## src/rtl/fpcr_pkg.sv

```systemverilog
// shared types, constants and codes for the fft product carry release block
package fpcr_pkg;

  localparam int COEF_W      = 64;
  localparam int DIGIT_W     = 14;
  localparam int QUEUE_DEPTH = 8;
  localparam int QCNT_W      = $clog2(QUEUE_DEPTH) + 1;
  localparam int CFG_IDX_W   = 1;
  localparam int CFG_DATA_W  = 6;

  // digit bases and their split into a power of two times an odd factor
  localparam logic [DIGIT_W-1:0] BASE_HI = 14'd10000;
  localparam logic [DIGIT_W-1:0] BASE_LO = 14'd100;
  localparam int PSHIFT_HI = 4;
  localparam int PSHIFT_LO = 2;

  // reciprocals of the odd factors 625 and 25, exact for any 63-bit dividend
  localparam int SHIFT_25  = 68;
  localparam int SHIFT_625 = 73;
  localparam logic [63:0] MAGIC_25  = 64'(((128'd1 << SHIFT_25) / 128'd25) + 128'd1);
  localparam logic [63:0] MAGIC_625 = 64'(((128'd1 << SHIFT_625) / 128'd625) + 128'd1);

  // configuration register indexes
  typedef enum logic [CFG_IDX_W-1:0] {
    CFG_SCALE_SHIFT = 1'b0,
    CFG_BASE_SELECT = 1'b1
  } cfg_reg_e;

  // carry loop sequencer
  typedef enum logic [1:0] {
    ST_LOAD,
    ST_STEP,
    ST_DONE
  } back_state_e;

  // one classified coefficient waiting for the carry loop
  typedef struct packed {
    logic signed [COEF_W-1:0] quot;
    logic [DIGIT_W-1:0]       rem;
    logic                     base_hi;
    logic                     last;
  } fpcr_item_t;

endpackage

```

## src/rtl/fpcr_fifo.sv

```systemverilog
// small register queue between the classify front and the carry loop
module fpcr_fifo import fpcr_pkg::*; #(
  parameter int WIDTH = 80
) (
  input  logic              clk_i,
  input  logic              rst_ni,
  input  logic              push_i,
  input  logic [WIDTH-1:0]  wdata_i,
  input  logic              pop_i,
  output logic [WIDTH-1:0]  rdata_o,
  output logic              empty_o,
  output logic [QCNT_W-1:0] count_o
);

  localparam int AW = $clog2(QUEUE_DEPTH);

  logic [WIDTH-1:0]  mem_q [QUEUE_DEPTH];
  logic [AW-1:0]     wptr_q, rptr_q;
  logic [QCNT_W-1:0] count_q;

  // entry storage
  always_ff @(posedge clk_i) begin
    if (push_i) begin
      mem_q[wptr_q] <= wdata_i;
    end
  end

  // pointers and fill level
  always_ff @(posedge clk_i or negedge rst_ni) begin
    if (!rst_ni) begin
      wptr_q  <= '0;
      rptr_q  <= '0;
      count_q <= '0;
    end else begin
      if (push_i) begin
        wptr_q <= wptr_q + AW'(1);
      end
      if (pop_i) begin
        rptr_q <= rptr_q + AW'(1);
      end
      case ({push_i, pop_i})
        2'b10:   count_q <= count_q + QCNT_W'(1);
        2'b01:   count_q <= count_q - QCNT_W'(1);
        default: count_q <= count_q;
      endcase
    end
  end

  assign rdata_o = mem_q[rptr_q];
  assign empty_o = (count_q == '0);
  assign count_o = count_q;

  a_no_overrun: assert property (@(posedge clk_i) disable iff (!rst_ni)
    push_i && !pop_i |-> count_q < QCNT_W'(QUEUE_DEPTH))
    else $error("queue written while full");

endmodule

```

## config.mk

```make
export PLATFORM = sky130hd
export DESIGN_NAME = fpcr_fifo
export DESIGN_NICKNAME = d
export VERILOG_FILES = /design/src/rtl/fpcr_pkg.sv /design/src/rtl/fpcr_fifo.sv
export SDC_FILE = /design/constraint.sdc
export NUM_CORES = 1
export LEC_CHECK = 0
export ABC_AREA = 1
export BUFFER_PORTS_ARGS = -buffer_cell sky130_fd_sc_hd__buf_2
export CAP_MARGIN = 20
export CORE_ASPECT_RATIO = 0.5
export CORE_MARGIN = 2
export CORE_UTILIZATION = 50
export DETAILED_ROUTE_END_ITERATION = 6
export PLACE_DENSITY = 0.66
export SLEW_MARGIN = 20
export SYNTH_ARGS = -nofsm -noshare
export SYNTH_HDL_FRONTEND = slang
export SYNTH_SLANG_ARGS = --single-unit
```

## constraint.sdc

```tcl
create_clock -name clk_i -period 14.3 [get_ports clk_i]
set_input_delay 4.29 -clock clk_i [delete_from_list [all_inputs] [get_ports clk_i]]
set_output_delay 4.29 -clock clk_i [all_outputs]
set_load 0.05 [all_outputs]
```

==> summary.txt <==
die height: 163.1 µm
Top delay family on crit path: buffers and inverters
WP data required: 10.01 ns
Worst Skew: 0.02243 ns
port bufs: 168
critical path class: flop to output pin
hold slack: 0.5412 ns
post-synthesis sequential area ratio: 76.96%
Slew HR: 26.01%
RSZ-0062 raised after global routing: false
endpoints failing setup: 0
Crit-path slowest cell: buf_4
wire length per cell: 20.57 µm
final hold vios: 0
row count: 58
die area: 52520 µm²
CTS tree: done
setup TNS: 0 ns
Syn Inst Count: 1880
syn_nets: 1969
Reg area: 19480 µm²
maximum capacitance violations: 0
core area: 50070 µm²
cts hold-fix bufs: 0
antenna violations before repair: 1
synthesized area per cell: 13.46 µm²
worst min path class: flop to flop
P_leak: 9.628 nW
clock sinks: 650
clock latency at the later pin of the worst-skew pair: 0.60 ns
DRC Markers: 0
largest net degree at the start of global routing: 141
num ports: 169
Num CTS Buffers: 56
Post-CTS Setup Inserts: 0
Starting DRT DRC Count: 1410
CP peak stage delay: 0.77 ns
VDD IR max: 0.0001400 V
Vias: 15190
CP Cell Sequence: inv_8 > buf_4 > buf_4 > nor2_1 > o22ai_1 > nand2_1 > nand2_1 > buf_2
final slew viol count: 0
Final Cycle Share: 58.46%
yosys warns: 0
Area Overhead vs Synth: 11.16%
outcome: finished, final reports clean
GRT Residual Overflow: 0
PD cells: 227.5 nW/µm²
synthesized flop and latch total: 650
Post-Syn Area: 25300 µm²
Fillers: 4018
total track usage: 21.18%
DP HPWL: 27550 µm
pre-CTS worst setup slack: 6.032 ns
vias in the first global route: 14940
area of the multi-input gates: 5056 µm²
final worst slack: 5.940 ns
first-pass GRT wire length: 84760 µm
worst endpoint data arrival time: 4.07 ns
Root Driver: clkbuf_16
PostCTS Resize Cnt: 0
Reg clk slew, reported paths: 0.07 ns
count of unique library cells instantiated by Yosys: 26
Fmax: 119.6 MHz
Slew @ Worst Pin: 1.110 ns
Startpoint Class: flop
Max clock buf depth: 3
Worst Path Buf+Inv: 4
Total Routed Length: 55700 µm
Final min period: 8.360 ns
gpl congestion: 0.7299
H-tree Lvls: 2
drt first pass iters: 5
layout cells sized above 1: 13.29%
Initial Util: 50.52%
Nets: 2095
die span in x: 322.1 µm
Power Total: 6.398 mW
critical path fanouts, max: 140
Post-DRT Antenna Nets: 0
routed vias/inst: 5.608
crit end category: output pin
-- routing by layer --
layer	GRT usage, %	share of wire [%]	vias up
met5	0	0	-
met4	4.609	1.5	0
met3	3.360	5.7	73
met2	36.89	50	418
met1	28.40	43	7546
li1	-	-	7150
-- path summary, 6_finish.rpt --
kind	start	endpoint	slack, ns	depth (start not counted)
worst max-delay path	rptr_q[0]	rdata_o[67]	5.94	8
worst min-delay path	wptr_q[0]	wptr_q[0]	0.54	2
worst max register to register	wptr_q[0]	mem_q[0][74]	11.33	4
worst min register to register	wptr_q[0]	wptr_q[0]	0.54	2
max in group asynchronous	rst_ni	rptr_q[0]	10.50	1
min in group asynchronous	rst_ni	rptr_q[1]	3.55	1
-- cell usage in the layout (no fill, tap or decap), drive strengths merged --
cell / count
ha: 5
nor2: 330
diode: 1
nand2: 263
inv: 11
nor4: 1
xnor2: 2
edfxtp: 640
o21ai: 324
nand3: 3
buf: 191
a21oi: 1
clkbuf: 68
or2: 1
xor2: 4
bufinv: 1
o22ai: 160
dfrtp: 10
clkinv: 32
-- worst min-delay path, delay by kind of cell (launching register included) --
family,cells,cell delay (ns)
flops,1,0.39
simple gates,2,0.12
-- flip-flops by register name, summed over array words and instances (netlist names) --
register / cells
count_o: 4
mem_q: 640
rptr_q: 3
wptr_q: 3
-- metrics by stage --
step	util [%]	area, µm²	std cells
2_1_floorplan	-	25300	1880
3_3_place_gp	52.78	26430	2607
3_5_place_dp	52.78	26430	2607
4_1_cts	56.08	28080	2706
5_1_grt	56.16	28120	2708
6_report	56.16	28120	2708
-- cell type report --
type,instances,share of cell area (%)
antenna,1,0.008899
clock inverter,31,0.5784
inverter,13,0.2225
clock buffer,68,5.295
sequential,650,69.28
multi-input combinational,1094,17.98
timing repair buffer,191,3.702
tap,660,2.937
-- report_power, final --
group	leakage (nW)	internal, mW	switching, mW
clock network	0.807	0.752	0.660
registers	5.93	2.31	0.122
logic	2.89	0.590	1.97
-- cells in the mapped netlist --
master,n,area (µm²)
clkbuf_2,2,10.01
edfxtp_1,640,19220
clkbuf_1,64,240.2
o21ai_1,100,500.5
inv_8,1,11.26
o21ai_0,224,1121
buf_2,10,50.05
ha_1,5,62.56
buf_4,6,45.04
buf_6,31,349.1
a21oi_1,1,5.000
nor4_1,1,6.260
buf_1,7,26.28
or2_2,1,6.260
dfrtp_1,10,250.2
nand3_1,3,15.01
buf_12,1,20.02
buf_8,2,30.03
o22ai_1,160,1001
nor2_1,330,1239
xor2_1,4,35.03
nand2_1,263,987.2
clkinv_4,1,8.760
inv_2,1,3.750
xnor2_1,2,17.52
inv_1,10,37.54
-- logic make-up (layout without fill, tap and decap cells) --
kind of cell	Yosys count	after routing	share of synthesized area (%)
flip-flops	650	650	76.96
AND/OR/NAND/NOR	598	598	8.908
AO/OA/AOI/OAI	485	485	10.39
buffers and inverters	136	303	3.289
XOR/XNOR	6	6	0.2077
adder cells (fa/ha/maj)	5	5	0.2473
other	0	1	0
Note: power is estimated with default switching activity, not from simulation.
